## config.mk

```make
export PLATFORM = sky130hd
export DESIGN_NAME = gather_elements_address_gen_flat
export DESIGN_NICKNAME = d
export VERILOG_FILES = /design/src/hw/rtl/gea_pkg.sv /design/src/hw/rtl/gea_in_if.sv /design/src/hw/rtl/gea_out_if.sv /design/src/hw/rtl/gea_ctrl.sv /design/src/hw/rtl/gea_datapath.sv /design/src/hw/rtl/gather_elements_address_gen.sv /design/src/flat_wrapper.sv
export SDC_FILE = /design/constraint.sdc
export NUM_CORES = 2
export LEC_CHECK = 0
export ABC_CLOCK_PERIOD_IN_PS = 8600
export BUFFER_PORTS_ARGS = -buffer_cell sky130_fd_sc_hd__buf_2
export CORE_MARGIN = 10
export CORE_UTILIZATION = 45
export CTS_CLUSTER_DIAMETER = 40
export CTS_CLUSTER_SIZE = 25
export DETAILED_ROUTE_END_ITERATION = 10
export SYNTH_ARGS = -nofsm -noshare
export SYNTH_HDL_FRONTEND = slang
export SYNTH_HIERARCHICAL = 1
export SYNTH_SLANG_ARGS = --single-unit
export TNS_END_PERCENT = 20
```

## constraint.sdc

```tcl
create_clock -name clk -period 8.6 [get_ports clk]
set_clock_uncertainty 0.05 [all_clocks]
set_input_delay 0.86 -clock clk [delete_from_list [all_inputs] [get_ports clk]]
set_output_delay 0.86 -clock clk [all_outputs]
set_load 0.05 [all_outputs]
```

## src/hw/rtl/gea_pkg.sv

```systemverilog
package gea_pkg;

	localparam int MAX_RANK    = 8;
	localparam int SIZE_BITS   = 16;
	localparam int OFFSET_BITS = 32;
	localparam int INDEX_BITS  = 32;
	localparam int RANK_W      = 4;
	localparam int AXIS_W      = 3;
	localparam int DIM_W       = $clog2(MAX_RANK);
	localparam int FIELD_W     = 16;
	localparam int CFG_DATA_W  = 64;
	localparam int CFG_INDEX_W = 3;

	// register indexes of the configuration port
	localparam logic [CFG_INDEX_W-1:0] REG_RANK         = 3'd0;
	localparam logic [CFG_INDEX_W-1:0] REG_GATHER_AXIS  = 3'd1;
	localparam logic [CFG_INDEX_W-1:0] REG_DIM_SIZES_LO = 3'd2;
	localparam logic [CFG_INDEX_W-1:0] REG_DIM_SIZES_HI = 3'd3;

	localparam logic [RANK_W-1:0]     RANK_RESET  = 4'd1;
	localparam logic [AXIS_W-1:0]     AXIS_RESET  = 3'd0;
	localparam logic [CFG_DATA_W-1:0] SIZES_RESET = 64'h0001_0001_0001_0001;

	typedef logic [SIZE_BITS-1:0]   size_t;
	typedef logic [OFFSET_BITS-1:0] offset_t;
	typedef logic [DIM_W-1:0]       dim_t;

	// controller to datapath
	typedef struct packed {
		logic init;
		logic stride_step;
		logic accept;
		logic mac_step;
		logic load;
	} gea_cmd_t;

	// datapath to controller
	typedef struct packed {
		logic stride_done;
		logic mac_last;
	} gea_status_t;

	// rank of 0 acts as 1, rank above the maximum acts as the maximum
	function automatic logic [RANK_W-1:0] eff_rank(input logic [RANK_W-1:0] r);
		logic [RANK_W-1:0] res;
		if (r == '0)
			res = RANK_W'(1);
		else if (r > RANK_W'(MAX_RANK))
			res = RANK_W'(MAX_RANK);
		else
			res = r;
		return res;
	endfunction

endpackage

```

## src/hw/rtl/gea_in_if.sv

```systemverilog
interface gea_in_if;
	import gea_pkg::*;

	logic                         valid;
	logic                         ready;
	logic signed [INDEX_BITS-1:0] gather_index;

	modport source (output valid, output gather_index, input ready);
	modport sink (input valid, input gather_index, output ready);
endinterface

```

## src/hw/rtl/gea_out_if.sv

```systemverilog
interface gea_out_if;
	import gea_pkg::*;

	logic                   valid;
	logic                   ready;
	logic [OFFSET_BITS-1:0] source_offset;
	logic [OFFSET_BITS-1:0] dest_offset;
	logic                   last_element;

	modport source (output valid, output source_offset, output dest_offset,
		output last_element, input ready);
	modport sink (input valid, input source_offset, input dest_offset,
		input last_element, output ready);
endinterface

```

## src/hw/rtl/gea_ctrl.sv

```systemverilog
module gea_ctrl
	import gea_pkg::*;
(
	input  logic        clk,
	input  logic        arst_n,
	input  logic        cfg_we,
	input  logic        in_valid,
	input  logic        out_ready,
	input  gea_status_t status,
	output gea_cmd_t    cmd,
	output logic        in_ready,
	output logic        out_valid
);

	typedef enum logic [2:0] {
		ST_INIT,
		ST_STRIDE,
		ST_IDLE,
		ST_MAC,
		ST_FINAL
	} state_t;

	state_t state_q;
	logic   out_valid_q;
	logic   slot_free;

	assign slot_free = !out_valid_q || out_ready;
	assign in_ready  = (state_q == ST_IDLE);

	always_comb begin
		cmd             = '0;
		cmd.init        = (state_q == ST_INIT);
		cmd.stride_step = (state_q == ST_STRIDE) && !status.stride_done;
		cmd.accept      = in_ready && in_valid;
		cmd.mac_step    = (state_q == ST_MAC);
		cmd.load        = (state_q == ST_FINAL) && slot_free;
	end

	always_ff @(posedge clk or negedge arst_n) begin
		if (!arst_n) begin
			state_q     <= ST_INIT;
			out_valid_q <= 1'b0;
		end else begin
			if (cmd.load)
				out_valid_q <= 1'b1;
			else if (out_ready)
				out_valid_q <= 1'b0;

			if (cfg_we) begin
				state_q <= ST_INIT;
			end else begin
				unique case (state_q)
					ST_INIT: state_q <= ST_STRIDE;
					ST_STRIDE: begin
						if (status.stride_done)
							state_q <= ST_IDLE;
					end
					ST_IDLE: begin
						if (in_valid)
							state_q <= ST_MAC;
					end
					ST_MAC: begin
						if (status.mac_last)
							state_q <= ST_FINAL;
					end
					ST_FINAL: begin
						if (slot_free)
							state_q <= ST_IDLE;
					end
					default: state_q <= ST_INIT;
				endcase
			end
		end
	end

	assign out_valid = out_valid_q;

endmodule

```

## src/hw/rtl/gea_datapath.sv

```systemverilog
module gea_datapath
	import gea_pkg::*;
(
	input  logic                         clk,
	input  logic                         arst_n,
	input  logic                         cfg_we,
	input  logic [CFG_INDEX_W-1:0]       cfg_index,
	input  logic [CFG_DATA_W-1:0]        cfg_wdata,
	input  gea_cmd_t                     cmd,
	input  logic signed [INDEX_BITS-1:0] gather_index,
	output gea_status_t                  status,
	output offset_t                      source_offset,
	output offset_t                      dest_offset,
	output logic                         last_element
);

	logic [RANK_W-1:0]     rank_q;
	logic [AXIS_W-1:0]     axis_q;
	logic [CFG_DATA_W-1:0] sizes_lo_q;
	logic [CFG_DATA_W-1:0] sizes_hi_q;

	size_t   coord_q  [MAX_RANK];
	offset_t stride_q [MAX_RANK];
	offset_t elem_q;
	offset_t run_q;
	dim_t    sj_q;
	dim_t    mj_q;
	offset_t idx_q;
	offset_t prod_s1;
	offset_t acc_q;
	offset_t src_q;
	offset_t dst_q;
	logic    last_q;

	size_t   size_w   [MAX_RANK];
	logic    wrap_w   [MAX_RANK];
	size_t   coord_nx [MAX_RANK];
	logic    last_w;
	dim_t    r_last;
	offset_t stride_next;
	offset_t mac_opnd;
	offset_t mac_prod;

	assign r_last = DIM_W'(eff_rank(rank_q) - 1'b1);

	// size fields, zero acts as one
	for (genvar j = 0; j < MAX_RANK; j++) begin : g_size
		logic [FIELD_W-1:0] field;
		assign field = (j < 4) ? sizes_lo_q[(j % 4) * FIELD_W +: FIELD_W]
			: sizes_hi_q[(j % 4) * FIELD_W +: FIELD_W];
		assign size_w[j] = (field[SIZE_BITS-1:0] == '0) ? SIZE_BITS'(1)
			: field[SIZE_BITS-1:0];
		assign wrap_w[j] = (coord_q[j] == SIZE_BITS'(size_w[j] - 1'b1));
	end

	// odometer step, lowest-order digit is the highest dimension
	always_comb begin
		logic carry;
		carry = 1'b1;
		for (int d = MAX_RANK - 1; d >= 0; d--) begin
			if (DIM_W'(d) <= r_last) begin
				coord_nx[d] = carry ? (wrap_w[d] ? '0 : SIZE_BITS'(coord_q[d] + 1'b1))
					: coord_q[d];
				carry = carry & wrap_w[d];
			end else begin
				coord_nx[d] = coord_q[d];
			end
		end
		last_w = carry;
	end

	assign stride_next = OFFSET_BITS'(run_q * OFFSET_BITS'(size_w[sj_q]));
	assign mac_opnd    = (mj_q == axis_q) ? idx_q : OFFSET_BITS'(coord_q[mj_q]);
	assign mac_prod    = OFFSET_BITS'(mac_opnd * stride_q[mj_q]);

	assign status.stride_done = (sj_q == '0);
	assign status.mac_last    = (mj_q == r_last);

	always_ff @(posedge clk or negedge arst_n) begin
		if (!arst_n) begin
			rank_q     <= RANK_RESET;
			axis_q     <= AXIS_RESET;
			sizes_lo_q <= SIZES_RESET;
			sizes_hi_q <= SIZES_RESET;
		end else if (cfg_we) begin
			unique case (cfg_index)
				REG_RANK:         rank_q     <= cfg_wdata[RANK_W-1:0];
				REG_GATHER_AXIS:  axis_q     <= cfg_wdata[AXIS_W-1:0];
				REG_DIM_SIZES_LO: sizes_lo_q <= cfg_wdata;
				REG_DIM_SIZES_HI: sizes_hi_q <= cfg_wdata;
				default: ;
			endcase
		end
	end

	always_ff @(posedge clk) begin
		if (cmd.init) begin
			for (int j = 0; j < MAX_RANK; j++) begin
				coord_q[j]  <= '0;
				stride_q[j] <= (DIM_W'(j) == r_last) ? OFFSET_BITS'(1) : '0;
			end
			run_q            <= OFFSET_BITS'(1);
			sj_q             <= r_last;
			elem_q           <= '0;
		end
		if (cmd.stride_step) begin
			stride_q[sj_q - 1'b1] <= stride_next;
			run_q                 <= stride_next;
			sj_q                  <= sj_q - 1'b1;
		end
		if (cmd.accept) begin
			idx_q   <= OFFSET_BITS'(gather_index);
			mj_q    <= '0;
			prod_s1 <= '0;
			acc_q   <= '0;
		end
		if (cmd.mac_step) begin
			prod_s1 <= mac_prod;
			acc_q   <= acc_q + prod_s1;
			mj_q    <= mj_q + 1'b1;
		end
		if (cmd.load) begin
			src_q  <= acc_q + prod_s1;
			dst_q  <= elem_q;
			last_q <= last_w;
			for (int j = 0; j < MAX_RANK; j++)
				coord_q[j] <= coord_nx[j];
			elem_q <= last_w ? '0 : elem_q + 1'b1;
		end
	end

	assign source_offset = src_q;
	assign dest_offset   = dst_q;
	assign last_element  = last_q;

endmodule

```

## src/hw/rtl/gather_elements_address_gen.sv

```systemverilog
// Gather-elements address generator: takes one gather index per output element in
// row-major order and returns the source element offset, the destination offset and
// a flag on the tensor's final element. Each item runs from its accept cycle through
// one step per dimension on the single shared 32x32 multiply-accumulate to the
// final add into the output register, which waits for a free output slot;
// the next item is accepted while a result still waits on the output side. After
// reset and after every write to a known configuration register the stride table is
// rebuilt with one multiply per cycle, which keeps the input side stalled until the
// table is complete; the odometer and destination counter restart at zero. Writes to
// an unknown register index are ignored. Offsets wrap modulo 2^32 and indices are
// not range-checked.
module gather_elements_address_gen
	import gea_pkg::*;
(
	input  logic                   clk,
	input  logic                   arst_n,
	input  logic                   cfg_we,
	input  logic [CFG_INDEX_W-1:0] cfg_index,
	input  logic [CFG_DATA_W-1:0]  cfg_wdata,
	gea_in_if.sink                 in_stream,
	gea_out_if.source              out_stream
);

	gea_cmd_t    cmd;
	gea_status_t status;
	logic        in_ready;
	logic        out_valid;
	logic        cfg_restart;

	// only a write that hits a real register restarts the strides and odometer
	assign cfg_restart = cfg_we && (cfg_index inside {REG_RANK, REG_GATHER_AXIS,
		REG_DIM_SIZES_LO, REG_DIM_SIZES_HI});

	// controller: sequencing of stride rebuild, multiply-accumulate and output slot
	gea_ctrl u_ctrl (
		.clk       (clk),
		.arst_n    (arst_n),
		.cfg_we    (cfg_restart),
		.in_valid  (in_stream.valid),
		.out_ready (out_stream.ready),
		.status    (status),
		.cmd       (cmd),
		.in_ready  (in_ready),
		.out_valid (out_valid)
	);

	// datapath: config registers, odometer, stride table and the shared multiplier
	gea_datapath u_datapath (
		.clk           (clk),
		.arst_n        (arst_n),
		.cfg_we        (cfg_we),
		.cfg_index     (cfg_index),
		.cfg_wdata     (cfg_wdata),
		.cmd           (cmd),
		.gather_index  (in_stream.gather_index),
		.status        (status),
		.source_offset (out_stream.source_offset),
		.dest_offset   (out_stream.dest_offset),
		.last_element  (out_stream.last_element)
	);

	assign in_stream.ready  = in_ready;
	assign out_stream.valid = out_valid;

	// one item at a time: no second transaction right after an accept
	a_single_item: assert property (@(posedge clk) disable iff (!arst_n)
		(in_stream.valid && in_ready) |=> !in_ready)
		else $error("input accepted twice in a row");

	// a configuration write stalls input while strides are rebuilt
	a_cfg_stall: assert property (@(posedge clk) disable iff (!arst_n)
		cfg_restart |=> !in_ready)
		else $error("input ready right after configuration write");

	// a finished result always appears on the output
	a_load_shows: assert property (@(posedge clk) disable iff (!arst_n)
		cmd.load |=> out_valid)
		else $error("loaded result not presented");

	// a result is only loaded into a free output slot
	a_no_overwrite: assert property (@(posedge clk) disable iff (!arst_n)
		cmd.load |-> (!out_valid || out_stream.ready))
		else $error("output register overwritten while waiting");

endmodule

```

## src/flat_wrapper.sv

```systemverilog
// flat-port wrapper written by rule: the top's interface ports become plain ports
module gather_elements_address_gen_flat import gea_pkg::*;
  (clk, arst_n, cfg_we, cfg_index, cfg_wdata, in_stream_valid, in_stream_gather_index, in_stream_ready, out_stream_valid, out_stream_source_offset, out_stream_dest_offset, out_stream_last_element, out_stream_ready);
  gea_in_if in_stream_i ();
  gea_out_if out_stream_i ();
  input  logic clk;
  input  logic arst_n;
  input  logic cfg_we;
  input  logic [CFG_INDEX_W-1:0] cfg_index;
  input  logic [CFG_DATA_W-1:0] cfg_wdata;
  input wire logic [$bits(in_stream_i.valid)-1:0] in_stream_valid;
  input wire logic [$bits(in_stream_i.gather_index)-1:0] in_stream_gather_index;
  output wire logic [$bits(in_stream_i.ready)-1:0] in_stream_ready;
  output wire logic [$bits(out_stream_i.valid)-1:0] out_stream_valid;
  output wire logic [$bits(out_stream_i.source_offset)-1:0] out_stream_source_offset;
  output wire logic [$bits(out_stream_i.dest_offset)-1:0] out_stream_dest_offset;
  output wire logic [$bits(out_stream_i.last_element)-1:0] out_stream_last_element;
  input wire logic [$bits(out_stream_i.ready)-1:0] out_stream_ready;
  assign in_stream_i.valid = in_stream_valid;
  assign in_stream_i.gather_index = in_stream_gather_index;
  assign in_stream_ready = in_stream_i.ready;
  assign out_stream_valid = out_stream_i.valid;
  assign out_stream_source_offset = out_stream_i.source_offset;
  assign out_stream_dest_offset = out_stream_i.dest_offset;
  assign out_stream_last_element = out_stream_i.last_element;
  assign out_stream_i.ready = out_stream_ready;
  gather_elements_address_gen u_core (.clk(clk), .arst_n(arst_n), .cfg_we(cfg_we), .cfg_index(cfg_index), .cfg_wdata(cfg_wdata), .in_stream(in_stream_i), .out_stream(out_stream_i));
endmodule
```

# Yosys cells after proc, flatten, opt, wreduce, memory -nomap -nowiden
# Memory sizes are Yosys's and may differ from the RTL's. A register that Yosys moved wholly into a read port is not among the register bits.
# Index checks and enable logic that the tools add are counted.
dict set report classes {
  add_sub_neg 21
  magnitude_cmp 10
  bitwise 16
  n_reduce_logical 31
  eq_ne 28
  n_mux 92
  mul 2
}
# cell count
set op_table {}
lappend op_table {{$mux W16} 41}
lappend op_table {{$mux W32} 10}
lappend op_table {{$add A16 B1 Y16 const B} 8}
lappend op_table {{$eq A16 B16 Y1} 8}
lappend op_table {{$logic_not A16 Y1} 8}
lappend op_table {{$sub A16 B1 Y16 const B} 8}
lappend op_table {{$bmux W16 S3} 1}
lappend op_table {{$mux W3} 14}
lappend op_table {{$add A32 B1 Y32 const B} 1}
lappend op_table {{$add A32 B32 Y32} 1}
lappend op_table {{$mul A32 B16 Y32} 1}
lappend op_table {{$mul A32 B32 Y32} 1}
lappend op_table {{$reduce_or A32 Y1} 1}
lappend op_table {{$mux W1} 25}
lappend op_table {{$pmux W3 S5} 1}
lappend op_table {{$eq A3 B2 Y1 const B} 4}
lappend op_table {{$eq A3 B3 Y1 const A} 4}
lappend op_table {{$le A3 B3 Y1 const A} 4}
lappend op_table {{$logic_not A3 Y1} 4}
lappend op_table {{$ne A3 B2 Y1 const B} 3}
lappend op_table {{$or A1 B1 Y1} 8}
lappend op_table {{$reduce_and A2 Y1} 4}
lappend op_table {{$reduce_bool A2 Y1} 4}
lappend op_table {{$and A1 B1 Y1} 7}
lappend op_table {{19 further kinds} 29}
dict set report word_totals {
  ff_bits 370
  memories 2
  ram_bits 384
  in_bits 104
}
# name depth width rd rd_clocked_by_memory_dff wr line_no
set memory_table {}
lappend memory_table {u_core.u_datapath.stride_q 8 32 1 1 8 gea_datapath.sv:23} ;# offset_t stride_q [MAX_RANK];
lappend memory_table {u_core.u_datapath.coord_q 8 16 9 1 8 gea_datapath.sv:22} ;# size_t coord_q [MAX_RANK];

# Logic depth before layout (Yosys ltp)
dict set report logic_depth {
  depth_word 22
  depth_mapped 37
}

# Modules after synthesis
# Netlist, hierarchy kept.
# module cells_per_inst instances area_each_um2
set by_module_without_submodules {}
lappend by_module_without_submodules {gea_datapath 6273 1 65898.2}
lappend by_module_without_submodules {gea_ctrl 26 1 254.0}
lappend by_module_without_submodules {gather_elements_address_gen 1 1 13.8}

# Worst setup path before layout
# OpenSTA, ideal clock, no wires.
dict set report synth_timing {
  kind {flip-flop to flip-flop}
  from {reg with a tool-made name}
  to {reg u_core.u_datapath.prod_s1[30] (data pin)}
  t_arrival_ps 8234
  required_ps 8295
  slack_ps 62
  setup_time_ps 255
  synth_period_minus_slack_ps 8538
  stages_incl_launch_ff 32
  path_cell_list {dfxtp_1 buf_4 buf_6 buf_6 buf_6 buf_6 mux4_2 mux2i_1 clkbuf_1 nor2_1 fa_1 fa_1 inv_1 fa_1 fa_1 inv_1 fa_1 inv_1 fa_1 fa_1 fa_1 inv_1 ha_1 a21o_1 a21o_1 or3_1 o211ai_1 a31oi_1 a21o_1 a21oi_1 xnor2_1 and2_1}
}
# element line_no
set synth_rtl {}
lappend synth_rtl {{to (signal assigned)} gea_datapath.sv:118} ;# prod_s1 <= mac_prod;
lappend synth_rtl {{to (decl)} gea_datapath.sv:29} ;# offset_t prod_s1;

==> impl_metrics.yaml <==
global_routing:
  grt_use_total_pct: 25.6
  grt_use_met1_pct: 33.8
  antenna_found_initial: 15
  use_met2_pct: 42.3
  grt_pass1_vias: 50100
  use_met3_pct: 4.84
  grt_pass1_wl_mm: 316
  grt_max_degree: 78
  busiest_layer: "met2"
  grt-ovfl-total: 0
synthesis:
  netlist_area_um2: 66200
  yosysTopAreaCell: "edfxtp_1"
  syn_area_per_cell_um2: 10.5
  synth_edf_count: 615
  synthFlopType: "edfxtp_1"
  synth_top_cells_by_area: "edfxtp_1 28%, fa_1 22%, nor2_1 5.0%, dfrtp_1 4.9%, inv_1 4.8%"
  synth-seq-area-share_pct: 33.3
  ys_types: 95
  synthesis.nets: 7360
  yosysMostFrequentCell: "nor2_1"
  yosysWarnings: 6
  synth_seq_cells: 757
  synthCells: 6300
  synth_top_area_share_pct: 27.9
  synth_common_cells: "874 x nor2_1, 848 x inv_1, 713 x fa_1"
  synth_async_sr_flop_share_pct: 18.4
placement:
  pre_cts_slack_ps: 55.7
  io_buffers: 170
  dpl-instance-area_um2: 71600
  place_hpwl_mm: 160
  place_congestion: 0.964
  dp_cells: 8475
drt:
  drt_first_pass_iters: 6
  first_iter_violations: 4458
  avgViaCountPerCell: 5.61
  vias: 49000
  routed_wl_mm: 211
  ant_nets: 0
  drc: 0
  routedWlPerCell_um: 24.1
worst_setup_path:
  r2r_cells: 26
  worst-setup-path-type: "reg -> reg"
  crit_required_ps: 8990
  arrival_ps: 8790
  reg2reg_to: "u_core/u_datapath/prod_s1[30]"
  crit_path_start_kind: "flip-flop"
  crit_path_end_kind: "flip-flop"
  reg2reg_slack_ps: 210
  worstPathMaxFanout: 7
floorplan:
  die_x_um: 403
  start_util_pct: 45.3
  die-area_um2: 163000
  top_level_ports: 171
  core_area_um2: 146000
  rows: 140
  fp.dieH_um: 403
cts:
  clock_latency_ps: 810
  cts.htree.levels: 3
  cts_sinks: 757
  cts-root-buf: "clkbuf_16"
  hold_buffers: 0
  clk_pin_slew_ps: 60
  cts_buffer_depth: 3
  cts_buffers: 114
  cts_tree: "built"
sta:
  period_share_pct: 97.6
  fmaxAchievable_ghz: 0.119
  drv_slew: 0
  setup_viol: 0
  setup_ws_ps: 205
  worst_pin_slew_ps: 1210
  finalHoldViolCount: 0
  slew_headroom_pct: 19.4
  min_period_ps: 8390
status:
  outcome: "finished clean"
finish:
  final_area_um2: 76500
  drive_gt1_share_pct: 18.0
  final_cells: 8738
  final_util_pct: 52.4
  fillCellCount: 13000
  multi_input_area_um2: 40200
  seq_area_um2: 22000
  synthToLayoutAreaGrowth_pct: 15.6
  nets: 7778
job:
  maxCapViolCount: 0
min_path:
  hold_class: "in -> async"
## worst max-delay path by stage
stage | start | endpoint
2_1_floorplan | flip-flop | u_core/u_datapath/prod_s1[30]
3_5_place_dp | flip-flop | u_core/u_datapath/prod_s1[30]
3_3_place_gp | flip-flop | u_core/u_datapath/prod_s1[31]
5_1_grt | u_core/u_datapath/sj_q[2] | u_core/u_datapath/stride_q[0][31]
4_1_cts | flip-flop | u_core/u_datapath/prod_s1[31]
6_report | flip-flop | u_core/u_datapath/prod_s1[30]
## kinds of logic (layout without fill, tap and decap cells)
group | after synthesis | after routing | synth area share, %
simple gates | 2217 | 2217 | 15.5
buf+inv | 1124 | 1643 | 6.55
fa+ha+maj | 956 | 956 | 26.2
flops | 757 | 757 | 33.3
xor+xnor | 474 | 474 | 6.32
compound gates | 426 | 426 | 4.36
mux | 346 | 346 | 7.81
other cells | 0 | 2 | 0
## final cells by class
cell class                 instances  share of cell area (%)
clock inverter                    92                    1.63
multi-input combinational       4419                    52.5
sequential                       757                    28.8
antenna                            2                 0.00654
clock buffer                     125                    3.86
inverter                         854                    4.19
tap                             1917                    3.14
timing repair buffer             572                    5.86
## per-layer routing
metal / vias up / part of all wire, %
li1: 21500 / -
met1: 25100 / 40
met2: 1941 / 48
met3: 450 / 8.2
met4: 8 / 3.9
met5: - / 0.028
## repair_timing
action	in CTS	in global routing
setup endpoints to repair	2	26
setup buffers	2	36
cloned	0	6
hold endpoints to repair	0	0
gates resized for setup	2	53
pin swaps	0	19
## cell usage in the layout (no fill, tap or decap), drive strengths merged, types with 130 or more instances in the layout
cell    Yosys  final
mux2      164    164
edfxtp    615    615
ha        243    243
buf        48    566
nand2     554    554
inv       849    889
nor2      875    875
xnor2     317    317
and2      189    189
xor2      155    155
dfrtp     130    130
fa        713    713
clkbuf    222    130
## worst max-delay path, cell delays in order, from the launching register on
cell      delay (ps)
dfxtp_4          450
buf_16           160
mux4_2           530
mux2_2           320
mux2i_1          230
buf_4            220
buf_4            160
nor2_1            60
fa_1             540
fa_1             460
fa_1             520
inv_1             50
fa_1             480
inv_1             60
fa_1             500
fa_1             590
fa_1             440
fa_1             460
ha_1             360
a21o_1           190
or3_1            310
o211ai_1         230
a31oi_1          140
a21o_1           190
a21oi_2          150
xnor2_1           70
and2_1           140
## metrics by stage
| step | hold WS (ps) | TNS, ps |
|---|---|---|
| floorplan | 399 | 0 |
| global placement | 431 | 0 |
| detailed placement | 428 | 0 |
| CTS | 24.2 | 0 |
| global route | 66.6 | -585 |
| finish | 46.0 | 0 |
## state kept, by name, summed over array words and instances (netlist names), named ones only
name,flops
u_core/u_ctrl/out_valid,1
u_core/u_ctrl/state_q,3
u_core/u_datapath/acc_q,32
u_core/u_datapath/axis_q,3
u_core/u_datapath/coord_q,128
u_core/u_datapath/dest_offset,32
u_core/u_datapath/elem_q,32
u_core/u_datapath/idx_q,32
u_core/u_datapath/last_element,1
u_core/u_datapath/mj_q,3
u_core/u_datapath/prod_s1,32
u_core/u_datapath/rank_q,4
u_core/u_datapath/run_q,32
u_core/u_datapath/sizes_hi_q,64
u_core/u_datapath/sizes_lo_q,64
u_core/u_datapath/sj_q,3
u_core/u_datapath/source_offset,32
u_core/u_datapath/stride_q,256
Power is not shown: default switching activity piles up to over one toggle a cycle in this logic, so the estimate is an artifact.
